==> config.mk <==
export PLATFORM = sky130hd
export DESIGN_NAME = per_client_rate_limiter_flat
export DESIGN_NICKNAME = d
export VERILOG_FILES = /design/src/hw/rtl/pcrl_pkg.sv /design/src/hw/rtl/pcrl_req_if.sv /design/src/hw/rtl/pcrl_rsp_if.sv /design/src/hw/rtl/pcrl_cfg_if.sv /design/src/hw/rtl/pcrl_ctrl.sv /design/src/hw/rtl/pcrl_datapath.sv /design/src/hw/rtl/per_client_rate_limiter.sv /design/src/flat_wrapper.sv
export SDC_FILE = /design/constraint.sdc
export NUM_CORES = 1
export LEC_CHECK = 0
export BUFFER_PORTS_ARGS = -buffer_cell sky130_fd_sc_hd__buf_2
export CAP_MARGIN = 5
export CORE_UTILIZATION = 50
export CTS_BUF_LIST = sky130_fd_sc_hd__clkbuf_8 sky130_fd_sc_hd__clkbuf_16
export CTS_CLUSTER_SIZE = 24
export DETAILED_ROUTE_END_ITERATION = 6
export PLACE_DENSITY_LB_ADDON = 0.05
export SLEW_MARGIN = 15
export SYNTH_ARGS = -nofsm -noshare
export SYNTH_HDL_FRONTEND = slang
export SYNTH_SLANG_ARGS = --single-unit
==> constraint.sdc <==
create_clock -name i_clk -period 16.15 [get_ports i_clk]
set_input_delay 0.8075 -clock i_clk [delete_from_list [all_inputs] [get_ports i_clk]]
set_output_delay 0.8075 -clock i_clk [all_outputs]
set_load 0.02 [all_outputs]
==> src/hw/rtl/pcrl_pkg.sv <==
package pcrl_pkg;

    localparam int NUM_CLIENTS = 10;
    localparam int IDX_W       = $clog2(NUM_CLIENTS);
    localparam int ADDR_W      = 32;
    localparam int TIME_W      = 32;

    localparam logic [TIME_W-1:0] MIN_INTERVAL_RESET = TIME_W'(1000);

    typedef logic [IDX_W-1:0] t_idx;

    // controller states, one-hot
    typedef enum logic [2:0] {
        S_IDLE   = 3'b001,
        S_LOOKUP = 3'b010,
        S_COMMIT = 3'b100
    } t_state;

    // controller to datapath
    typedef struct packed {
        logic load;    // capture the request
        logic lookup;  // search the table, register hit and index
        logic commit;  // decide, update the table, load the result
    } t_cmd;

    // datapath to controller
    typedef struct packed {
        logic out_free; // result register empty or being drained this cycle
    } t_status;

endpackage

==> src/hw/rtl/pcrl_req_if.sv <==
interface pcrl_req_if;
    logic                             valid;
    logic                             ready;
    logic [pcrl_pkg::ADDR_W-1:0]      client_addr;
    logic [pcrl_pkg::TIME_W-1:0]      now_time;

    modport source (output valid, output client_addr, output now_time, input ready);
    modport sink   (input valid, input client_addr, input now_time, output ready);
endinterface

==> src/hw/rtl/pcrl_rsp_if.sv <==
interface pcrl_rsp_if;
    logic valid;
    logic ready;
    logic limited;

    modport source (output valid, output limited, input ready);
    modport sink   (input valid, input limited, output ready);
endinterface

==> src/hw/rtl/pcrl_cfg_if.sv <==
interface pcrl_cfg_if;
    logic                        valid;
    logic                        ready;
    logic [pcrl_pkg::TIME_W-1:0] data;

    modport source (output valid, output data, input ready);
    modport sink   (input valid, input data, output ready);
endinterface

==> src/hw/rtl/pcrl_ctrl.sv <==
module pcrl_ctrl (
    input  logic              i_clk,
    input  logic              i_rst_n,
    input  logic              i_req_valid,
    input  pcrl_pkg::t_status i_status,
    output logic              o_req_ready,
    output pcrl_pkg::t_cmd    o_cmd
);

    pcrl_pkg::t_state r_state;
    pcrl_pkg::t_state n_state;

    always_ff @(posedge i_clk) begin
        if (!i_rst_n) begin
            r_state <= pcrl_pkg::S_IDLE;
        end else begin
            r_state <= n_state;
        end
    end

    always_comb begin
        n_state      = r_state;
        o_req_ready  = 1'b0;
        o_cmd        = '0;
        unique case (r_state)
            pcrl_pkg::S_IDLE: begin
                o_req_ready = 1'b1;
                if (i_req_valid) begin
                    o_cmd.load = 1'b1;
                    n_state    = pcrl_pkg::S_LOOKUP;
                end
            end
            pcrl_pkg::S_LOOKUP: begin
                o_cmd.lookup = 1'b1;
                n_state      = pcrl_pkg::S_COMMIT;
            end
            pcrl_pkg::S_COMMIT: begin
                // hold until the result register can take the answer
                if (i_status.out_free) begin
                    o_cmd.commit = 1'b1;
                    n_state      = pcrl_pkg::S_IDLE;
                end
            end
            default: begin
                n_state = pcrl_pkg::S_IDLE;
            end
        endcase
    end

endmodule

==> src/hw/rtl/pcrl_datapath.sv <==
module pcrl_datapath (
    input  logic                        i_clk,
    input  logic                        i_rst_n,
    input  pcrl_pkg::t_cmd              i_cmd,
    input  logic                        i_cfg_we,
    input  logic [pcrl_pkg::TIME_W-1:0] i_cfg_data,
    input  logic [pcrl_pkg::ADDR_W-1:0] i_req_addr,
    input  logic [pcrl_pkg::TIME_W-1:0] i_req_time,
    input  logic                        i_out_ready,
    output pcrl_pkg::t_status           o_status,
    output logic                        o_out_valid,
    output logic                        o_out_limited
);

    logic [pcrl_pkg::TIME_W-1:0] r_min_interval;
    logic [pcrl_pkg::ADDR_W-1:0] r_req_addr;
    logic [pcrl_pkg::TIME_W-1:0] r_req_time;
    logic [pcrl_pkg::ADDR_W-1:0] r_entry_addr [pcrl_pkg::NUM_CLIENTS];
    logic [pcrl_pkg::TIME_W-1:0] r_entry_time [pcrl_pkg::NUM_CLIENTS];
    pcrl_pkg::t_idx              r_slot;
    pcrl_pkg::t_idx              r_idx;
    logic                        r_hit;
    logic                        r_out_valid;
    logic                        r_out_limited;

    logic                        n_hit;
    pcrl_pkg::t_idx              n_idx;
    logic [pcrl_pkg::TIME_W-1:0] elapsed;
    logic                        limited;
    pcrl_pkg::t_idx              slot_next;

    // lowest matching entry wins: scan from the top down
    always_comb begin
        n_hit = 1'b0;
        n_idx = '0;
        for (int i = pcrl_pkg::NUM_CLIENTS - 1; i >= 0; i--) begin
            if (r_entry_addr[i] == r_req_addr) begin
                n_hit = 1'b1;
                n_idx = pcrl_pkg::IDX_W'(i);
            end
        end
    end

    assign elapsed   = r_req_time - r_entry_time[r_idx];
    assign limited   = r_hit && (elapsed < r_min_interval);
    assign slot_next = (r_slot == pcrl_pkg::IDX_W'(pcrl_pkg::NUM_CLIENTS - 1))
                     ? '0 : r_slot + pcrl_pkg::IDX_W'(1);

    always_ff @(posedge i_clk) begin
        if (!i_rst_n) begin
            r_min_interval <= pcrl_pkg::MIN_INTERVAL_RESET;
            r_slot         <= '0;
            r_out_valid    <= 1'b0;
            for (int i = 0; i < pcrl_pkg::NUM_CLIENTS; i++) begin
                r_entry_addr[i] <= '0;
                r_entry_time[i] <= '0;
            end
        end else begin
            if (i_cfg_we) begin
                r_min_interval <= i_cfg_data;
            end
            if (i_cmd.commit) begin
                r_out_valid <= 1'b1;
                if (!r_hit) begin
                    r_entry_addr[r_slot] <= r_req_addr;
                    r_entry_time[r_slot] <= r_req_time;
                    r_slot               <= slot_next;
                end else if (!limited) begin
                    r_entry_time[r_idx] <= r_req_time;
                end
            end else if (i_out_ready) begin
                r_out_valid <= 1'b0;
            end
        end
    end

    always_ff @(posedge i_clk) begin
        if (i_cmd.load) begin
            r_req_addr <= i_req_addr;
            r_req_time <= i_req_time;
        end
        if (i_cmd.lookup) begin
            r_hit <= n_hit;
            r_idx <= n_idx;
        end
        if (i_cmd.commit) begin
            r_out_limited <= limited;
        end
    end

    assign o_status.out_free = !r_out_valid || i_out_ready;
    assign o_out_valid       = r_out_valid;
    assign o_out_limited     = r_out_limited;

endmodule

==> src/hw/rtl/per_client_rate_limiter.sv <==
// Per-client request rate limiter.
// i_req carries one request per transfer: client_addr and now_time. o_rsp
// returns one transfer per request: limited is 1 when the client asked again
// sooner than min_interval time units after its last allowed request.
// i_cfg writes min_interval (reset value 1000); ready is always high. The user
// must make a write only while no request is in flight; the block itself does
// not enforce this. Each request goes through three steps: capture, a parallel
// compare against all table entries, then the elapsed-time check and table
// update. The table update and the output register load share the edge that
// ends the update step, so o_rsp.valid rises when that step ends, and no new
// request is taken before then. The throughput is set by the controller's
// three-step loop.
// A new request is captured while a result still waits; if the receiver
// stalls, the block holds in its update step until the output register frees.
// Reset clears every table entry to address 0, time 0, and the replacement
// pointer to 0, so address 0 hits the first unused entry.
module per_client_rate_limiter (
    input  logic       i_clk,
    input  logic       i_rst_n,
    pcrl_req_if.sink   i_req,
    pcrl_cfg_if.sink   i_cfg,
    pcrl_rsp_if.source o_rsp
);

    pcrl_pkg::t_cmd    cmd;
    pcrl_pkg::t_status status;
    logic              req_ready;

    // configuration always takes the transfer
    assign i_cfg.ready = 1'b1;
    assign i_req.ready = req_ready;

    pcrl_ctrl u_ctrl (
        .i_clk       (i_clk),
        .i_rst_n     (i_rst_n),
        .i_req_valid (i_req.valid),
        .i_status    (status),
        .o_req_ready (req_ready),
        .o_cmd       (cmd)
    );

    pcrl_datapath u_datapath (
        .i_clk         (i_clk),
        .i_rst_n       (i_rst_n),
        .i_cmd         (cmd),
        .i_cfg_we      (i_cfg.valid),
        .i_cfg_data    (i_cfg.data),
        .i_req_addr    (i_req.client_addr),
        .i_req_time    (i_req.now_time),
        .i_out_ready   (o_rsp.ready),
        .o_status      (status),
        .o_out_valid   (o_rsp.valid),
        .o_out_limited (o_rsp.limited)
    );

endmodule
==> src/flat_wrapper.sv <==
// flat-port wrapper written by rule: the top's interface ports become plain ports
module per_client_rate_limiter_flat 
  (i_clk, i_rst_n, i_req_valid, i_req_client_addr, i_req_now_time, i_req_ready, i_cfg_valid, i_cfg_data, i_cfg_ready, o_rsp_valid, o_rsp_limited, o_rsp_ready);
  pcrl_req_if i_req_i ();
  pcrl_cfg_if i_cfg_i ();
  pcrl_rsp_if o_rsp_i ();
  input  logic i_clk;
  input  logic i_rst_n;
  input wire logic [$bits(i_req_i.valid)-1:0] i_req_valid;
  input wire logic [$bits(i_req_i.client_addr)-1:0] i_req_client_addr;
  input wire logic [$bits(i_req_i.now_time)-1:0] i_req_now_time;
  output wire logic [$bits(i_req_i.ready)-1:0] i_req_ready;
  input wire logic [$bits(i_cfg_i.valid)-1:0] i_cfg_valid;
  input wire logic [$bits(i_cfg_i.data)-1:0] i_cfg_data;
  output wire logic [$bits(i_cfg_i.ready)-1:0] i_cfg_ready;
  output wire logic [$bits(o_rsp_i.valid)-1:0] o_rsp_valid;
  output wire logic [$bits(o_rsp_i.limited)-1:0] o_rsp_limited;
  input wire logic [$bits(o_rsp_i.ready)-1:0] o_rsp_ready;
  assign i_req_i.valid = i_req_valid;
  assign i_req_i.client_addr = i_req_client_addr;
  assign i_req_i.now_time = i_req_now_time;
  assign i_req_ready = i_req_i.ready;
  assign i_cfg_i.valid = i_cfg_valid;
  assign i_cfg_i.data = i_cfg_data;
  assign i_cfg_ready = i_cfg_i.ready;
  assign o_rsp_valid = o_rsp_i.valid;
  assign o_rsp_limited = o_rsp_i.limited;
  assign o_rsp_i.ready = o_rsp_ready;
  per_client_rate_limiter u_core (.i_clk(i_clk), .i_rst_n(i_rst_n), .i_req(i_req_i), .i_cfg(i_cfg_i), .o_rsp(o_rsp_i));
endmodule
## After elaboration in Yosys (flattened, before gate mapping)

Memory sizes are Yosys's and may differ from the RTL's.
Cells that the tools add are included.

- Input port bits: 101
- Memory bits (writable): 640
- Register bits after elaboration: 110
- Output and inout port bits: 4
- Memories kept: 2

- Reduce and logical (&&, ||, !) cells: 13
- Bitwise logic cells: 1
- Mux-type cells: 41
- $add $sub $neg: 2
- Equal/unequal tests: 16
- Magnitude comparators: 1

Memories:

| memory | words | width | read ports | clocked after Yosys merged registers in | write ports | RTL line | RTL |
|---|---|---|---|---|---|---|---|
| u_core.u_datapath.r_entry_addr | 10 | 32 | 10 | 0 | 10 | pcrl_datapath.sv:18 | `logic [pcrl_pkg::ADDR_W-1:0] r_entry_addr [pcrl_pkg::NUM_CLIENTS];` |
| u_core.u_datapath.r_entry_time | 10 | 32 | 1 | 0 | 10 | pcrl_datapath.sv:19 | `logic [pcrl_pkg::TIME_W-1:0] r_entry_time [pcrl_pkg::NUM_CLIENTS];` |

Operators by type and width:

| cell | number |
|---|---|
| $eq A32 B32 Y1 | 10 |
| $mux W32 | 3 |
| $reduce_or A32 Y1 | 3 |
| $lt A32 B32 Y1 | 1 |
| $sub A32 B32 Y32 | 1 |
| $mux W4 | 6 |
| $mux W1 | 23 |
| $mux W3 | 6 |
| $pmux W3 S3 | 1 |
| $reduce_or A9 Y1 | 1 |
| $reduce_or A8 Y1 | 1 |
| $add A4 B1 Y4 const B | 1 |
| $eq A4 B4 Y1 const B | 1 |
| $mux W2 | 2 |
| $reduce_and A2 Y1 | 2 |
| $reduce_or A4 Y1 | 1 |
| $eq A3 B1 Y1 const B | 1 |
| $eq A3 B2 Y1 const B | 1 |
| $eq A3 B3 Y1 const B | 1 |
| $ne A2 B1 Y1 const B | 1 |
| $ne A2 B2 Y1 const B | 1 |
| $reduce_bool A2 Y1 | 1 |
| $reduce_or A2 Y1 | 1 |
| $logic_and A1 B1 Y1 | 1 |
| 3 further kinds | 3 |

## Longest topological paths before layout

An unclocked memory read counts as a cell.

- Depth after elaboration: 11
- Mapped depth: 28
- Mapped depth without buffers: 24

## By module

From an unflattened synthesis, not the netlist that was laid out.

- Cell total of the unflattened synthesis: 2924
- Area, all modules: 41944.0 µm²

Modules (own cells, without submodules):

| module | instances | cells each | area each (µm²) | seq. area each (µm²) |
|---|---|---|---|---|
| pcrl_datapath | 1 | 2904 | 41751.3 | 27826.7 |
| pcrl_ctrl | 1 | 18 | 181.4 | 60.1 |
| per_client_rate_limiter | 1 | 2 | 11.3 | 0.0 |

## Worst setup path after synthesis

No wires, ideal clock.

- Path type: reg-to-reg
- Start: reg u_core.u_datapath.r_idx[0]
- End: mem u_core.u_datapath.r_entry_time[8][0] (netlist bit), enable pin
- Setup slack: 7.423 ns
- Setup time: 0.466 ns
- Arrival: 8.261 ns
- Buffers on the path: 3
- Stages on the path, launching flop included: 26
- Cell sequence: edfxtp_1 buf_2 buf_1 buf_1 mux4_2 mux4_2 inv_1 ha_1 and3_1 and4_1 nand4_1 o221ai_2 o211ai_1 o311a_1 o21bai_1 a21oi_1 xnor2_1 ha_1 nand4_1 nor4_2 nand3_1 a311oi_2 o31ai_2 o311ai_1 nand3_2 o21ai_0

RTL lines:

| element | RTL line | RTL |
|---|---|---|
| start, declared | pcrl_datapath.sv:21 | `pcrl_pkg::t_idx r_idx;` |
| start signal, assigned | pcrl_datapath.sv:84 | `r_idx <= n_idx;` |
| end, declared | pcrl_datapath.sv:19 |  |

==> flow_summary.json <==
{
  "status": "finished clean",
  "design_area_um2": 47800,
  "dp_cells": 4056,
  "final_nets": 3190,
  "tightest_slew_ns": 1.22,
  "die_w_um": 295,
  "met1_length_um": 48200,
  "core_um2": 84200,
  "synth_top_family_by_area": "simple AND/OR/NAND/NOR gates",
  "clk_latency_ns": 0.68,
  "dr_wl_met3_um": 7010,
  "wl_met2_um": 62400,
  "vias": 24700,
  "io_buffers": 103,
  "fp.dieH_um": 295,
  "drc": 0,
  "synth_simple_gate_area_frac": 0.118,
  "crit_type": "flip-flop to flip-flop",
  "synth-compound-area-share": 0.0223,
  "ctsResizeCount": 0,
  "period_needed_ns": 9.98,
  "cp.required_ns": 16.42,
  "fillers": 6733,
  "cts.sinks": 942,
  "path_buf_inv": 4,
  "async_flop_share": 0,
  "crit_top_cell": "buf_4",
  "vdd_ir_drop_max_mv": 0.0931,
  "ys_seq_elements": 942,
  "hold_slack_ns": 0.303,
  "core.rowCount": 106,
  "critPathSlowestCell": "nand2b_2",
  "hold_viol": 0,
  "grt_usage": 0.286,
  "post-synth-top-area-fraction": 0.633,
  "avgRoutedWirePerCell_um": 28.9,
  "numCtsBuffers": 101,
  "fin_cells": 4237,
  "synth.distinct_cells": 72,
  "post-cts-setup-buffers": 0,
  "rsz0062_at_grt": "false",
  "tns_ns": 0,
  "cts_tree": "built",
  "dp_hpwl_um": 75400,
  "period_share": 0.618,
  "fmax_mhz": 100,
  "die_area_um2": 86800,
  "hold_class": "primary input to flip-flop",
  "start_kind": "flip-flop",
  "hold_buffers": 0,
  "highest_layer": "met4",
  "regArea_um2": 27900,
  "yosys_warnings": 0,
  "cp_top_family": "simple AND/OR/NAND/NOR gates",
  "netlist_instances": 2927,
  "critPathCaptureType": "flip-flop",
  "syn_avg_cell_area_um2": 14.6,
  "cts-root-buf": "clkbuf_16",
  "synth_edf_count": 902,
  "path_clk_slew_ns": 0.06,
  "routed_wl_um": 122000,
  "power_mw": 5.39,
  "grt_overflow": 0,
  "dr.pass1.iters": 5,
  "grt_pass1_wl_um": 175000,
  "gp_congestion": 0.893,
  "ys.flop_type": "edfxtp_1",
  "area_growth_pct": 11.7,
  "place_ws_ns": 6.08,
  "muxShareOfSynthArea": 0.0907,
  "grt_pass1_vias": 24500,
  "ant_nets": 0,
  "synth_xor_area_frac": 0.0720,
  "pin_count": 105,
  "multi_input_area_um2": 13900,
  "slew_viol_final": 0,
  "antenna_cells": 0,
  "antenna_found_initial": 3,
  "syn-num-nets": 3092,
  "fin_ws_ns": 6.17,
  "grt_max_degree": 130,
  "start_util": 0.508,
  "synthAdderAreaFrac": 0.0189,
  "synth.largest_area_cell": "edfxtp_1",
  "clock_skew_ns": 0.0312,
  "drt_iter0_markers": 2352,
  "drv_cap": 0,
  "setup_viol_count_final": 0,
  "slew_headroom": 0.190,
  "critPathMaxFanout": 41,
  "via_per_inst": 5.83,
  "placed_area_um2": 44700,
  "final_util": 0.568,
  "clock_path_buffers": 3,
  "cts_max_level": 3,
  "synth.cell_area_um2": 42800,
  "yosys-top-cells-area": "edfxtp_1 63%, mux4_2 8.4%, and2_1 4.3%, xor2_1 4.2%, xnor2_1 3.0%",
  "max_stage_delay_ns": 0.93,
  "power.leakage_nw": 17.2,
  "p_per_area_nw_per_um2": 113,
  "ys_seq_area_frac": 0.651,
  "worstPathArrival_ns": 10.26,
  "final_layout_size_suffix_gt1_frac": 0.165
}
## worst register-to-register path: stages (launching register included)
cell and delay, ns:
edfxtp_1 0.62, buf_4 0.73, buf_4 0.81, mux4_2 0.63, mux4_2 0.47, inv_1 0.07
ha_1 0.22, and3_1 0.28, and4_1 0.24, nand4_1 0.12, o221ai_2 0.39, o211ai_1 0.26
o311a_1 0.41, o21bai_1 0.14, a21oi_1 0.09, xnor2_1 0.13, ha_1 0.30, nand4_1 0.12
nor4_2 0.34, nand3_1 0.16, a311oi_2 0.34, o31ai_2 0.14, o32a_1 0.33, a21oi_4 0.11
buf_4 0.38, nor2b_4 0.80, nand2b_2 0.93
## path summary, 6_finish.rpt
path	startpoint	to	slack, ns	cells after the start
max	u_core.u_datapath.r_idx[0]	u_core.u_datapath.r_entry_time[0][13]	6.17	26
min	i_req_client_addr[1]	u_core.u_datapath.r_req_addr[1]	0.30	1
max reg2reg	u_core.u_datapath.r_idx[0]	u_core.u_datapath.r_entry_time[0][13]	6.17	26
min reg2reg	u_core.u_datapath.r_min_interval[8]	u_core.u_datapath.r_min_interval[8]	0.49	2
## state kept, by name, summed over array words and instances, names as in the netlist
register                          flops
u_core.u_ctrl.r_state                 3
u_core.u_datapath.r_entry_addr      320
u_core.u_datapath.r_slot              4
u_core.u_datapath.r_req_time         32
u_core.u_datapath.r_min_interval     32
u_core.u_datapath.o_out_valid         1
u_core.u_datapath.o_out_limited       1
u_core.u_datapath.r_req_addr         32
u_core.u_datapath.r_entry_time      512
u_core.u_datapath.r_idx               4
u_core.u_datapath.r_hit               1
## power by group
group | leakage, nW | internal, mW | switching, mW
combinational | 6.38 | 0.146 | 0.243
sequential | 9.19 | 2.74 | 0.0494
clock | 1.64 | 1.25 | 0.961
total | 17.2 | 4.13 | 1.25
## Yosys cell counts (52+ instances only)
master and instances:
and2_1 296, mux4_2 160, edfxtp_1 902, nand2_1 87, nor4_1 59, clkbuf_1 81, nor2_1 295, and3_1 69
ha_1 63, xor2_1 207, xnor2_1 145, buf_2 53, inv_1 107, nand4_1 52
## cells in the final DEF, fill, tap and decap left out, drive strengths merged, types with 6 or more instances in the layout
| cell | netlist | final |
|---|---|---|
| edfxtp | 902 | 902 |
| nand3 | 10 | 10 |
| nor3 | 9 | 9 |
| nand2 | 87 | 87 |
| nand4 | 52 | 52 |
| o21ai | 24 | 24 |
| nor2b | 38 | 38 |
| a21oi | 40 | 40 |
| nor4 | 60 | 60 |
| xor2 | 207 | 207 |
| nand2b | 18 | 18 |
| and2 | 296 | 296 |
| o31ai | 6 | 6 |
| xnor2 | 145 | 145 |
| mux4 | 160 | 160 |
| bufinv | 0 | 6 |
| a21o | 16 | 16 |
| clkbuf | 81 | 104 |
| a211oi | 7 | 7 |
| clkinv | 1 | 40 |
| and3 | 69 | 69 |
| ha | 63 | 63 |
| mux2i | 28 | 28 |
| o21bai | 7 | 7 |
| o211ai | 8 | 8 |
| buf | 100 | 176 |
| inv | 107 | 139 |
| nor2 | 296 | 296 |
| dfxtp | 40 | 40 |
## area by class of cell
| cell class | instances | share of cell area |
|---|---|---|
| clock buffers | 104 | 0.0539 |
| flip-flops and latches | 942 | 0.583 |
| repair buffers | 176 | 0.0225 |
| inverters | 108 | 0.00847 |
| multi-input cells | 1696 | 0.291 |
| clock inverters | 77 | 0.0115 |
| well taps | 1134 | 0.0297 |
## cell families after synthesis
| logic type | after synthesis |
|---|---|
| AND/OR/NAND/NOR | 950 |
| adder cells (fa/ha/maj) | 64 |
| multiplexers | 188 |
| AO/OA/AOI/OAI | 141 |
| flip-flops | 942 |
| XOR/XNOR | 352 |
| buffers and inverters | 289 |
| other | 1 |
## per-layer routing
layer / vias to the layer above / track usage
li1: 10900 / -
met1: 12800 / 0.372
met2: 882 / 0.493
met3: 221 / 0.0335
met4: 0 / 0.107
met5: - / 0
(Power assumes the default switching activity.)
